===== config.mk =====
export PLATFORM = sky130hd
export DESIGN_NAME = signed_envelope_deframer_core
export DESIGN_NICKNAME = d
export VERILOG_FILES = /design/src/rtl/core/sedf_pkg.sv /design/src/rtl/core/sedf_in_stage.sv /design/src/rtl/core/sedf_parser.sv /design/src/rtl/core/sedf_out_stage.sv /design/src/rtl/core/signed_envelope_deframer_core.sv
export SDC_FILE = /design/constraint.sdc
export NUM_CORES = 1
export LEC_CHECK = 0
export BUFFER_PORTS_ARGS = -buffer_cell sky130_fd_sc_hd__clkbuf_2
export CORE_MARGIN = 4
export CORE_UTILIZATION = 52
export DETAILED_ROUTE_END_ITERATION = 8
export GPL_TIMING_DRIVEN = 0
export PLACE_DENSITY_LB_ADDON = 0.2
export RECOVER_POWER = 25
export SKIP_LAST_GASP = 1
export SYNTH_ARGS = -nofsm -noshare
export SYNTH_HDL_FRONTEND = slang
export SYNTH_HIERARCHICAL = 1
export SYNTH_SLANG_ARGS = --single-unit

===== constraint.sdc =====
create_clock -name i_clk -period 8.8 [get_ports i_clk]
set_input_delay 2.64 -clock i_clk [delete_from_list [all_inputs] [get_ports i_clk]]
set_output_delay 2.64 -clock i_clk [all_outputs]
set_load 0.05 [all_outputs]

===== src/rtl/core/sedf_pkg.sv =====
// Shared types, constants and limits for the signed envelope deframer.
package sedf_pkg;

    // Width of the in-frame byte position counter.
    localparam int COUNTER_BITS = 32;

    // Largest value the position counter can hold.
    localparam logic [31:0] CNT_MAX = 32'((64'd1 << COUNTER_BITS) - 64'd1);

    // Envelope layout.
    localparam int HDR_BYTES  = 81;
    localparam int LEN_OFFSET = 12;
    localparam int LEN_BYTES  = 4;

    // Configuration register indexes.
    localparam logic CFG_EXP_VER   = 1'b0;
    localparam logic CFG_MAX_BYTES = 1'b1;

    // Configuration reset values.
    localparam logic [7:0]  EXP_VER_RST   = 8'd1;
    localparam logic [31:0] MAX_BYTES_RST = 32'(1024 * 1024 * 10);

    typedef enum logic [1:0] {
        SEC_HEADER  = 2'd0,
        SEC_PAYLOAD = 2'd1,
        SEC_SIGLEN  = 2'd2,
        SEC_SIG     = 2'd3
    } t_sec;

    typedef enum logic [1:0] {
        ERR_NONE     = 2'd0,
        ERR_VERSION  = 2'd1,
        ERR_TOO_LONG = 2'd2
    } t_err;

    // One tagged output beat.
    typedef struct packed {
        logic [7:0] out_byte;
        t_sec       section;
        logic       first_of_frame;
        logic       last_of_frame;
        t_err       error_code;
    } t_result;

    // Configuration values seen by the parser.
    typedef struct packed {
        logic [7:0]  exp_ver;
        logic [31:0] max_bytes;
    } t_cfg;

endpackage


===== src/rtl/core/sedf_in_stage.sv =====
// Input register stage that holds one received byte for the parser.
module sedf_in_stage (
    input  logic       i_clk,
    input  logic       i_rst_n,
    input  logic       i_valid,
    output logic       o_ready,
    input  logic [7:0] i_byte,
    output logic       o_valid,
    input  logic       i_take,
    output logic [7:0] o_byte
);
    import sedf_pkg::*;

    logic       r_valid;
    logic [7:0] r_byte;

    // The stage can load when it is empty or its byte leaves this cycle.
    assign o_ready = !r_valid || i_take;

    always_ff @(posedge i_clk) begin
        if (!i_rst_n) begin
            r_valid <= 1'b0;
        end else if (o_ready) begin
            r_valid <= i_valid;
        end
    end

    always_ff @(posedge i_clk) begin
        if (o_ready && i_valid) begin
            r_byte <= i_byte;
        end
    end

    assign o_valid = r_valid;
    assign o_byte  = r_byte;

endmodule


===== src/rtl/core/sedf_parser.sv =====
// Frame state tracker that tags each byte with section, marks and errors.
module sedf_parser (
    input  logic              i_clk,
    input  logic              i_rst_n,
    input  logic              i_fire,
    input  logic [7:0]        i_byte,
    input  sedf_pkg::t_cfg    i_cfg,
    output sedf_pkg::t_result o_result
);
    import sedf_pkg::*;

    localparam logic [COUNTER_BITS-1:0] POS_ZERO = '0;
    localparam logic [COUNTER_BITS-1:0] POS_ONE  = COUNTER_BITS'(1);

    t_sec                    r_sec,       n_sec;
    logic [COUNTER_BITS-1:0] r_pos,       n_pos;
    logic [31:0]             r_plen,      n_plen;
    logic [31:0]             r_siglen,    n_siglen;
    logic [32:0]             r_pay_end,   n_pay_end;
    logic [32:0]             r_siglen_end, n_siglen_end;
    logic [32:0]             r_base,      n_base;
    logic [33:0]             r_sig_end,   n_sig_end;

    logic [31:0] limit;
    logic [33:0] pos_x;
    logic [32:0] hdr_total;
    logic [33:0] frame_total;
    logic        first, last, adv;
    t_err        err;

    assign limit = (i_cfg.max_bytes > CNT_MAX) ? CNT_MAX : i_cfg.max_bytes;
    assign pos_x = 34'(r_pos);

    always_comb begin
        n_sec     = r_sec;
        n_pos     = r_pos;
        n_plen    = r_plen;
        n_siglen  = r_siglen;
        first     = 1'b0;
        last      = 1'b0;
        err       = ERR_NONE;
        adv       = 1'b1;
        hdr_total   = '0;
        frame_total = '0;

        case (r_sec)
            SEC_HEADER: begin
                if (r_pos == POS_ZERO) begin
                    if (i_byte != i_cfg.exp_ver) begin
                        err = ERR_VERSION;
                        adv = 1'b0;
                    end else begin
                        first    = 1'b1;
                        n_plen   = '0;
                        n_siglen = '0;
                    end
                end else if (pos_x >= 34'(LEN_OFFSET) &&
                             pos_x < 34'(LEN_OFFSET + LEN_BYTES)) begin
                    n_plen    = {r_plen[23:0], i_byte};
                    hdr_total = 33'(HDR_BYTES + LEN_BYTES) + 33'(n_plen);
                    if (pos_x == 34'(LEN_OFFSET + LEN_BYTES - 1) &&
                        hdr_total > 33'(limit)) begin
                        err   = ERR_TOO_LONG;
                        n_sec = SEC_HEADER;
                        n_pos = POS_ZERO;
                        adv   = 1'b0;
                    end
                end
                if (adv && pos_x == 34'(HDR_BYTES - 1)) begin
                    n_sec = (n_plen != '0) ? SEC_PAYLOAD : SEC_SIGLEN;
                end
            end
            SEC_PAYLOAD: begin
                if (pos_x >= 34'(r_pay_end)) begin
                    n_sec = SEC_SIGLEN;
                end
            end
            SEC_SIGLEN: begin
                n_siglen    = {r_siglen[23:0], i_byte};
                frame_total = 34'(r_base) + 34'(n_siglen);
                if (pos_x >= 34'(r_siglen_end)) begin
                    if (frame_total > 34'(limit)) begin
                        err   = ERR_TOO_LONG;
                        n_sec = SEC_HEADER;
                        n_pos = POS_ZERO;
                        adv   = 1'b0;
                    end else if (n_siglen == '0) begin
                        last  = 1'b1;
                        n_sec = SEC_HEADER;
                        n_pos = POS_ZERO;
                        adv   = 1'b0;
                    end else begin
                        n_sec = SEC_SIG;
                    end
                end
            end
            SEC_SIG: begin
                if (pos_x >= r_sig_end) begin
                    last  = 1'b1;
                    n_sec = SEC_HEADER;
                    n_pos = POS_ZERO;
                    adv   = 1'b0;
                end
            end
            default: begin
                n_sec = SEC_HEADER;
            end
        endcase

        if (adv) begin
            n_pos = r_pos + POS_ONE;
        end

        // Section end positions follow the lengths, so later bytes only compare.
        n_pay_end    = 33'(HDR_BYTES - 1) + 33'(n_plen);
        n_siglen_end = 33'(HDR_BYTES - 1 + LEN_BYTES) + 33'(n_plen);
        n_base       = 33'(HDR_BYTES + LEN_BYTES) + 33'(n_plen);
        n_sig_end    = 34'(r_siglen_end) + 34'(n_siglen);
    end

    always_ff @(posedge i_clk) begin
        if (!i_rst_n) begin
            r_sec        <= SEC_HEADER;
            r_pos        <= '0;
            r_plen       <= '0;
            r_siglen     <= '0;
            r_pay_end    <= 33'(HDR_BYTES - 1);
            r_siglen_end <= 33'(HDR_BYTES - 1 + LEN_BYTES);
            r_base       <= 33'(HDR_BYTES + LEN_BYTES);
            r_sig_end    <= 34'(HDR_BYTES - 1 + LEN_BYTES);
        end else if (i_fire) begin
            r_sec        <= n_sec;
            r_pos        <= n_pos;
            r_plen       <= n_plen;
            r_siglen     <= n_siglen;
            r_pay_end    <= n_pay_end;
            r_siglen_end <= n_siglen_end;
            r_base       <= n_base;
            r_sig_end    <= n_sig_end;
        end
    end

    always_comb begin
        o_result.out_byte       = i_byte;
        o_result.section        = r_sec;
        o_result.first_of_frame = first;
        o_result.last_of_frame  = last;
        o_result.error_code     = err;
    end

endmodule


===== src/rtl/core/sedf_out_stage.sv =====
// Output result register that drives the master-side stream.
module sedf_out_stage (
    input  logic              i_clk,
    input  logic              i_rst_n,
    input  logic              i_valid,
    input  sedf_pkg::t_result i_result,
    output logic              o_adv,
    output logic              o_valid,
    input  logic              i_ready,
    output sedf_pkg::t_result o_result
);
    import sedf_pkg::*;

    logic    r_valid;
    t_result r_result;

    // The register takes a new beat when empty or when its beat is taken.
    assign o_adv = !r_valid || i_ready;

    always_ff @(posedge i_clk) begin
        if (!i_rst_n) begin
            r_valid <= 1'b0;
        end else if (o_adv) begin
            r_valid <= i_valid;
        end
    end

    always_ff @(posedge i_clk) begin
        if (o_adv && i_valid) begin
            r_result <= i_result;
        end
    end

    assign o_valid  = r_valid;
    assign o_result = r_result;

endmodule


===== src/rtl/core/signed_envelope_deframer_core.sv =====
// Top level of the signed envelope deframer: ports, configuration and stages.
//
//  Channel   Direction  Beat contents
//  s_axis    in         tdata[7:0] received byte
//  m_axis    out        tdata[7:0] byte, tuser section/first/error, tlast frame end
//  cfg       in         i_cfg_idx 0 expected version, 1 max frame bytes
//
// Each byte is held in the input register while the parser tags it, then
// registered in the output register, from which it is offered on m_axis.
// One byte is accepted every cycle while m_axis does not stall; the
// per-byte work is a counter update plus the section-end adds and compares
// against the section ends and the frame limit. Reset is synchronous and
// active low and returns the parser to the start of a frame. A stall on
// m_axis backs up through both registers to s_axis_tready.
module signed_envelope_deframer_core (
    input  logic        i_clk,
    input  logic        i_rst_n,
    // Configuration write port.
    input  logic        i_cfg_we,
    input  logic        i_cfg_idx,
    input  logic [31:0] i_cfg_data,
    // Byte input stream.
    input  logic        s_axis_tvalid,
    output logic        s_axis_tready,
    input  logic [7:0]  s_axis_tdata,   // [7:0] in_byte
    // Tagged byte output stream.
    output logic        m_axis_tvalid,
    input  logic        m_axis_tready,
    output logic [7:0]  m_axis_tdata,   // [7:0] out_byte
    output logic [4:0]  m_axis_tuser,   // [1:0] section, [2] first_of_frame, [4:3] error_code
    output logic        m_axis_tlast    // last_of_frame
);
    import sedf_pkg::*;

    logic [7:0]  r_exp_ver;
    logic [31:0] r_max_bytes;
    t_cfg        cfg;

    logic        in_valid;
    logic [7:0]  in_byte;
    logic        out_adv;
    logic        fire;
    t_result     parse_result;
    t_result     out_result;

    // Configuration registers; the user must write them only while the stream is idle (not enforced here).
    always_ff @(posedge i_clk) begin
        if (!i_rst_n) begin
            r_exp_ver   <= EXP_VER_RST;
            r_max_bytes <= MAX_BYTES_RST;
        end else if (i_cfg_we) begin
            if (i_cfg_idx == CFG_EXP_VER) begin
                r_exp_ver <= i_cfg_data[7:0];
            end else if (i_cfg_idx == CFG_MAX_BYTES) begin
                r_max_bytes <= i_cfg_data;
            end
        end
    end

    assign cfg.exp_ver   = r_exp_ver;
    assign cfg.max_bytes = r_max_bytes;

    // The parser consumes a held byte whenever the output register can load.
    assign fire = in_valid && out_adv;

    sedf_in_stage u_in (
        .i_clk   (i_clk),
        .i_rst_n (i_rst_n),
        .i_valid (s_axis_tvalid),
        .o_ready (s_axis_tready),
        .i_byte  (s_axis_tdata),
        .o_valid (in_valid),
        .i_take  (out_adv),
        .o_byte  (in_byte)
    );

    sedf_parser u_parser (
        .i_clk    (i_clk),
        .i_rst_n  (i_rst_n),
        .i_fire   (fire),
        .i_byte   (in_byte),
        .i_cfg    (cfg),
        .o_result (parse_result)
    );

    sedf_out_stage u_out (
        .i_clk    (i_clk),
        .i_rst_n  (i_rst_n),
        .i_valid  (in_valid),
        .i_result (parse_result),
        .o_adv    (out_adv),
        .o_valid  (m_axis_tvalid),
        .i_ready  (m_axis_tready),
        .o_result (out_result)
    );

    assign m_axis_tdata = out_result.out_byte;
    assign m_axis_tuser = {out_result.error_code, out_result.first_of_frame,
                           out_result.section};
    assign m_axis_tlast = out_result.last_of_frame;

endmodule


---- Word level (Yosys, flattened, before mapping) ----
Index checks and enable logic that the tools add are counted.
word-level totals
  flip-flop bits (word level) ............. 295
  bits of input ports ..................... 46
  output and inout bits ................... 16
  word-level logic and storage cells ...... 122
operators by class
  add/subtract/negate cells ............... 7
  magnitude comparators ................... 8
  eq/ne operators ......................... 18
  multiplexer cells ....................... 51
  bitwise gates (word level) .............. 1
  reductions and logical operators ........ 19
operators with widths
  cell                                                                 count
  two-way mux 32 bit                                                   16
  adder 7 x 32 -> 33 bit (first input constant)                        4
  one-hot mux 32 bit (3 select lines)                                  1
  adder 33 x 32 -> 34 bit                                              2
  greater-or-equal comparator 32 x 33 -> 1 bit                         2
  logical NOT 32 bit                                                   2
  one-hot mux 32 bit (2 select lines)                                  1
  greater-or-equal comparator 32 x 34 -> 1 bit                         1
  greater-than comparator 34 x 32 -> 1 bit                             1
  greater-than comparator 33 x 32 -> 1 bit                             1
  adder 32 x 1 -> 32 bit (second input constant)                       1
  == test 32 x 4 -> 1 bit (second input constant)                      1
  == test 32 x 7 -> 1 bit (second input constant)                      1
  greater-or-equal comparator 32 x 4 -> 1 bit (second input constant)  1
  greater-than comparator 32 bit (second input constant)               1
  less-than comparator 32 x 5 -> 1 bit (second input constant)         1
  nonzero test 32 bit                                                  1
  two-way mux 2 bit                                                    15
  != test 3 x 1 -> 1 bit (second input constant)                       6
  two-way mux 1 bit                                                    14
  != test 8 bit                                                        1
  one-hot mux 2 bit (4 select lines)                                   1
  AND reduction 8 bit                                                  1
  AND reduction 7 bit                                                  1
  other kinds (16)                                                     27

---- Longest topological paths before layout ----
Gate-level depths: netlist of the first run.
  depth after elaboration ................. 11
  gate-level depth with buffers ........... 22
  gate-level depth less buffers ........... 21

---- By module ----
Netlist of the first run, hierarchy kept.
by module, submodules not included
  module                         instances  cells each  area an instance (um^2)  sequential area each (um^2)
  sedf_parser                    1          2,441       19,203.4                 4,504.3
  signed_envelope_deframer_core  1          175         1,551.5                  800.8
  sedf_out_stage                 1          19          478.0                    440.4
  sedf_in_stage                  1          13          297.8                    260.2

---- Worst setup path before layout of the first run ----
No wires, ideal clock.
  path kind ............................... input port to output port
  start ................................... input port m_axis_tready
  end ..................................... output port s_axis_tready
  arrival time ............................ 3,011 ps
  data required time ...................... 6,160 ps
  slack ................................... 3,149 ps
  cell stages on the path ................. 2
  path buffers ............................ 0
  cell sequence ........................... nand2b_4 nand2b_4
between the ends
  cells in the longest elaborated chain, start to end .. 2
RTL lines
  item                line                                 source
  start: declaration  signed_envelope_deframer_core.sv:28  input logic m_axis_tready,
  logical OR 1 bit    sedf_out_stage.sv:18                 assign o_adv = !r_valid || i_ready;
  logical OR 1 bit    sedf_in_stage.sv:18                  assign o_ready = !r_valid || i_take;
  end: declaration    signed_envelope_deframer_core.sv:24  output logic s_axis_tready,
Every way passes these cells.

---- Final worst setup path of the first run ----
  start ................................... register u_parser.r_pos[26]
  end ..................................... register u_parser.r_sig_end[28]
between the ends
  cells in the longest elaborated chain, start to end .. 4
RTL lines
  item                                 line                source
  start: declaration                   sedf_parser.sv:16   logic [COUNTER_BITS-1:0] r_pos, n_pos;
  start signal: assignment             sedf_parser.sv:133  r_pos <= n_pos;
  logical NOT 32 bit                   sedf_parser.sv:48   if (r_pos == POS_ZERO) begin
  two-way mux 32 bit                   sedf_parser.sv:48
  one-hot mux 32 bit (2 select lines)  sedf_parser.sv:46   case (r_sec)
  net u_parser.n_siglen[0]             sedf_parser.sv:18   logic [31:0] r_siglen, n_siglen;
  adder 33 x 32 -> 34 bit              sedf_parser.sv:118  n_sig_end = 34'(r_siglen_end) + 34'(n_siglen);
  end signal: assignment               sedf_parser.sv:130  r_sig_end <= 34'(HDR_BYTES - 1 + LEN_BYTES);
  end signal: assignment               sedf_parser.sv:139  r_sig_end <= n_sig_end;
  end: declaration                     sedf_parser.sv:22   logic [33:0] r_sig_end, n_sig_end;
The timed path passes the listed nets, and every way through them passes these cells.
A chain may end at the register's enable or synchronous reset.

==> impl_metrics.ini, run 1 <==
[global_route]
antenna_found_initial = 0
grt_usage = 0.388
grt_pass1_vias = 20446
grt_pass1_wl_um = 131000
grt_max_degree = 15
overflow = 0

[logic_synthesis]
synth_top_flop_cell = dfxtp_1
synth_area_leaders = dfxtp_1 (25%), ha_1 (13%), mux2i_1 (4.8%)
postSynthCellCount = 2648
yosys_warnings = 6
seq_area_frac_synth = 0.279
yosys-top-cells-count = dfxtp_1 (267), nor2_1 (241), ha_1 (231), nand2_1 (222), inv_1 (174)
synth_cell_types = 92
synth.largest_area_cell = dfxtp_1
synth-seq-cells = 289
synth_most_common_cell = dfxtp_1
synth_top_area_frac = 0.248
synthesis.area_mm2 = 0.0215
syn_nets = 2927
synth_enable_flop_cells = 22
syn_avg_cell_area_um2 = 8.13
synthArstFlopShare = 0

[timing]
tightest_slew_ns = 1.44
finalCritPeriodShare = 0.841
finalSetupTns_ns = 0
hold_viol = 0
post-route-min-period_ns = 7.41
skew_ns = 0.0348
timing.final.max_slew_violations = 0
setup_violations = 0
rsz0062_at_grt = false
relSlewSlack = 0.0400
timing.fmax_mhz = 135

[cts]
htreeDepth = 2
clock-sinks = 289
worstSkewPairLatency_ns = 0.58
clk_pin_slew_ns = 0.06
numCtsBuffers = 37
hold_buffers = 0
cts_resized = 0
clockRootBuffer = clkbuf_16
postCtsSetupBuffers = 0
cts_buffer_depth = 3
cts_tree = done

[worst_setup_path]
r2r_end = u_parser/r_sig_end[28]$_SDFFE_PN0P_
ff2ff_path_depth = 18
reg2reg_slack_ns = 1.39
crit_type = register to register
cp_max_fo = 10
cp.arrival_ns = 7.82
worstReg2RegStart = u_parser/r_pos[26]$_SDFFE_PN0P_
endpoint = u_parser/r_sig_end[28]$_SDFFE_PN0P_
crit_required_ns = 9.21
setup.worst_path.start_class = register
worstSetupEndpointType = register
startpoint = u_parser/r_pos[26]$_SDFFE_PN0P_

[run_status]
status = finished clean

[floorplan]
num_rows = 74
die_area_mm2 = 0.0447
die_y_um = 211
core-area_mm2 = 0.0409
start_util = 0.526
pin_count = 62
die_w_um = 211

[layout]
drive_gt1_frac = 0.0664
instances_no_fill = 3304
fillers = 3850
fin_nets = 3025
antenna_cells = 0
syn2layout_area_growth_pct = 9.85

[job]
maxCapViolations = 0

[hold_path]
min_from = u_parser/r_sig_end[33]$_SDFFE_PN0P_
hold_path.class = register to register

[placement]
place_congestion = 1.03
io_buffers = 59
placed_cells = 3239
hpwl_um = 68800

[routing]
routedWlPerCell_um = 27.0
vias_per_cell = 6.56
dr.first_iter.drc_count = 2332
routed_wirelength_um = 89000
drc = 0
ant_nets = 0
num_vias = 21665
drt-pass1-iter-count = 6

[pwr]
peakVddDrop_v = 0.000138
power_density_mw_per_mm2 = 146
p_leak_uw = 0.00993
## area by class of cell
class | instances | area (um2) | area share
timing repair buffer | 59 | 293 | 0.0124
inverter | 177 | 664 | 0.0281
tap | 532 | 666 | 0.0281
sequential | 289 | 6010 | 0.254
clock inverter | 12 | 146 | 0.00619
clock buffer | 53 | 1060 | 0.0446
buffer | 145 | 664 | 0.0281
multi-input combinational | 2037 | 14200 | 0.599
## registers in the layout (all words and copies together) (netlist names), 2 cells and up
| register | flops |
|---|---|
| u_parser/r_pay_end | 29 |
| u_parser/r_sec | 2 |
| u_in/o_byte | 8 |
| u_out/o_result | 14 |
| u_parser/r_siglen_end | 31 |
| u_parser/r_plen | 32 |
| u_parser/r_siglen | 32 |
| r_exp_ver | 8 |
| r_max_bytes | 32 |
| u_parser/r_pos | 32 |
| u_parser/r_sig_end | 34 |
| u_parser/r_base | 33 |
## power breakdown
part / switching (uW) / internal [uW]
registers: 32.2 / 1370
clock network: 645 / 899
logic: 348 / 170
## cell families (layout without fill, tap and decap cells)
logic type,count (synthesis),in the layout,synth area share
AOI/OAI and AO/OA,688,688,0.216
xor gates and xnor gates,138,138,0.0561
adders and majority gates,233,233,0.136
buffers and inverters,322,446,0.0618
DFF,289,289,0.279
muxes,105,105,0.0489
and+or+nand+nor,873,873,0.202
## routing by layer
metal | up-vias | share of wire | track usage
met2 | 1131 | 0.41 | 0.558
li1 | 9819 | - | -
met3 | 253 | 0.10 | 0.0766
met4 | 0 | 0.068 | 0.223
met1 | 10462 | 0.43 | 0.540
met5 | - | 0 | 0
## through the flow
step           total power (uW)   util  setup WS [ns]  hold WS, ns  instance area (um2)
6_report                   3460  0.578           1.39        0.460                23700
5_1_grt                    3570  0.578           1.37        0.484                23700
4_1_cts                    3460  0.579           1.91        0.453                23700
3_5_place_dp               1930  0.550           1.92        0.443                22500
3_3_place_gp               1920  0.550           1.90        0.437                22500
2_1_floorplan              1750      -           3.15        0.425                21500
## worst max-delay path, cell delays in order, from the launching register on
cell and delay [ns]:
dfxtp_1 0.53, nor4_1 0.64, nand4_4 0.24, nor3_1 0.61, and3_1 0.29, clkbuf_1 0.43, clkbuf_1 0.61, nor2_1 0.18
ha_1 0.27, fa_1 0.42, a21o_1 0.20, a21oi_1 0.27, o21ai_0 0.24, a211oi_1 0.90, nor3_1 0.26, nor3_1 0.46
nor3_1 0.09, o21ai_0 0.44, a21oi_1 0.13
## cell usage in the layout, fill, tap and decap left out, types with 103 or more instances in the layout
master	instances
a21oi_1	149
clkbuf_1	110
dfxtp_1	267
ha_1	231
inv_1	174
mux2i_1	104
nand2_1	222
nand3_1	103
nor2_1	241
o21ai_0	131
xnor2_1	111
## worst min-delay path by stage
stage | to | slack (ns) | depth (start not counted)
4_1_cts | r_max_bytes[8]$_SDFFE_PN0P_ | 0.45 | 2
3_5_place_dp | r_max_bytes[8]$_SDFFE_PN0P_ | 0.44 | 2
2_1_floorplan | u_parser/r_pay_end[11]$_SDFFE_PN0P_ | 0.43 | 2
5_1_grt | u_parser/r_sig_end[28]$_SDFFE_PN0P_ | 0.48 | 2
3_3_place_gp | u_parser/r_sig_end[33]$_SDFFE_PN0P_ | 0.44 | 2
6_report | u_parser/r_sig_end[33]$_SDFFE_PN0P_ | 0.46 | 2
No activity file was read; power rests on OpenSTA's default activity.
==> run 2: changes to the inputs <==
Clock period 8.8 ns to 6.8 ns, I/O delays scaled along.
==> impl_metrics.ini, run 2 (same netlist as run 1, synthesis figures left out) <==
[timing]
skew_ns = 0.0340
setup_violations = 0
timing.final.max_slew_violations = 0
rsz0062_at_grt = false
holdWs_ns = 0.460
finalSetupTns_ns = 0
relSlewSlack = 0.0460
worst_slack_ns = 0.0957
hold_viol = 0
tightest_slew_ns = 1.43
post-route-min-period_ns = 6.70
timing.fmax_mhz = 149
finalCritPeriodShare = 0.986

[global_route]
grt_max_degree = 15
antenna_found_initial = 0
grt_pass1_vias = 20457
overflow = 0
grt_pass1_wl_um = 131000
grt_usage = 0.388

[layout]
final_common_cell = dfxtp_1
instances_no_fill = 3305
multiInputGateArea_mm2 = 0.0142
fin_area_mm2 = 0.0237
syn2layout_area_growth_pct = 9.97
fin_nets = 3025
top_regs = u_parser/r_sig_end: 34 flops, u_parser/r_base: 33 flops
layout_common_cells = dfxtp_1 (267), nor2_1 (241), ha_1 (231)
drive_gt1_frac = 0.0678
largest_reg_flops = 34
largest_register = u_parser/r_sig_end
fillers = 3849
seq_area_mm2 = 0.00601

[worst_setup_path]
worstReg2RegStart = u_parser/r_pos[15]$_SDFFE_PN0P_
max_stage_delay_ns = 0.61
cp.arrival_ns = 7.12
cpMaxStageDelayCell = nor3_1
startpoint = u_parser/r_pos[15]$_SDFFE_PN0P_
ff2ff_path_depth = 18
crit_type = register to register
cp_max_fo = 10
worstSetupEndpointType = register
reg2reg_slack_ns = 0.1
crit_required_ns = 7.21
setup.worst_path.start_class = register
worstPathCellList = nor4_1 > nand2_1 > nor3_1 > and3_1 > clkbuf_1 > clkbuf_2 > nor2_1 > ha_1 > fa_1 > a21o_1 > a21oi_1 > o21ai_0 > a211oi_2 > nor3_1 > nor3_1 > nor3_1 > o21ai_0 > a21oi_1
r2r_end = u_parser/r_sig_end[28]$_SDFFE_PN0P_
path_delay_family = simple AND/OR/NAND/NOR gates
cp_common_cell = nor3_1
path_buf_inv = 2

[routing]
drt-pass1-iter-count = 8
routedWlPerCell_um = 27.0
num_vias = 21696
vias_per_cell = 6.56
ant_nets = 0
dr.first_iter.drc_count = 2487
drc = 0
routed_wirelength_um = 89200

[placement]
hpwl_um = 68800
dp_slack_ns = -0.0164
placed_cells = 3239
place_congestion = 1.03
placed_area_mm2 = 0.0225
io_buffers = 59

[cts]
postCtsSetupBuffers = 0
cts_tree = done
htreeDepth = 2
clk_pin_slew_ns = 0.06
cts_buffer_depth = 3
clock-sinks = 289
clockRootBuffer = clkbuf_16
worstSkewPairLatency_ns = 0.58
numCtsBuffers = 37

[pwr]
peakVddDrop_v = 0.000179
p_leak_uw = 0.00994
power_density_mw_per_mm2 = 189

[hold_path]
hold_path.class = register to register
worstHoldEndpoint = u_parser/r_sig_end[33]$_SDFFE_PN0P_
min_path_cells = 2
min_from = u_parser/r_sig_end[33]$_SDFFE_PN0P_

[floorplan]
core-area_mm2 = 0.0409
die_y_um = 211
die_w_um = 211
die_area_mm2 = 0.0447
pin_count = 62
start_util = 0.526
num_rows = 74

[run_status]
status = finished clean

[job]
maxCapViolations = 0
==> run 2: cell count changes in the layout (fill, tap and decap cells not counted), sizes merged <==
cell and change:
diode +1
==> run 2: final cells by class <==
| class | instances | share of cell area |
|---|---|---|
| Sequential cell | 289 | 0.254 |
| Clock inverter | 12 | 0.00618 |
| Buffer | 145 | 0.0282 |
| Tap cell | 532 | 0.0281 |
| Multi-Input combinational cell | 2037 | 0.599 |
| Clock buffer | 53 | 0.0446 |
| Timing Repair Buffer | 59 | 0.0124 |
| Inverter | 177 | 0.0281 |
| Antenna cell | 1 | 0.000106 |
==> run 2: per-stage QoR <==
stage / total power [uW] / util
finish: 4480 / 0.579
detailed placement: 2490 / 0.550
global route: 4620 / 0.578
floorplan: 2260 / -
CTS: 4480 / 0.579
global placement: 2480 / 0.550
==> run 2: repair_timing <==
action | 4_1_cts | 5_1_grt
gates resized for setup | 1 | 4
setup endpoints to repair | 1 | 4
hold endpoints to repair | 0 | 0
hold buffers | 0 | 0
==> run 2: worst register-to-register path, stage by stage, from the launching register on <==
cell and delay, ns:
dfxtp_1 0.45, nor4_1 0.52, nand2_1 0.33, nor3_1 0.62, and3_1 0.30, clkbuf_1 0.44
clkbuf_2 0.42, nor2_1 0.15, ha_1 0.25, fa_1 0.42, a21o_1 0.20, a21oi_1 0.27
o21ai_0 0.25, a211oi_2 0.58, nor3_1 0.23, nor3_1 0.44, nor3_1 0.09, o21ai_0 0.46
a21oi_1 0.13
==> run 2: how the worst max path moves through the flow <==
stage | to | slack [ns] | cells after the start
after floorplan | s_axis_tready | 2.35 | 2
after global placement | u_parser/r_sig_end[28]$_SDFFE_PN0P_ | 0.03 | 18
after detailed placement | u_parser/r_sig_end[28]$_SDFFE_PN0P_ | -0.02 | 18
after CTS | u_parser/r_sig_end[28]$_SDFFE_PN0P_ | 0.23 | 18
after global routing | u_parser/r_pos[29]$_SDFFE_PN0P_ | 0.03 | 20
final | u_parser/r_sig_end[28]$_SDFFE_PN0P_ | 0.1 | 18
==> run 2: report_power, final <==
part	internal [uW]	switching, uW	total, uW
logic	221	451	672
clock network	1160	837	2000
registers	1770	41.6	1810
total	3150	1330	4480
==> run 2: routing by layer <==
layer	track usage	vias to the layer above	share of wire
li1	-	9813	-
met1	0.540	10483	0.43
met2	0.559	1138	0.41
met3	0.0760	262	0.10
met4	0.223	0	0.068
met5	0	-	0
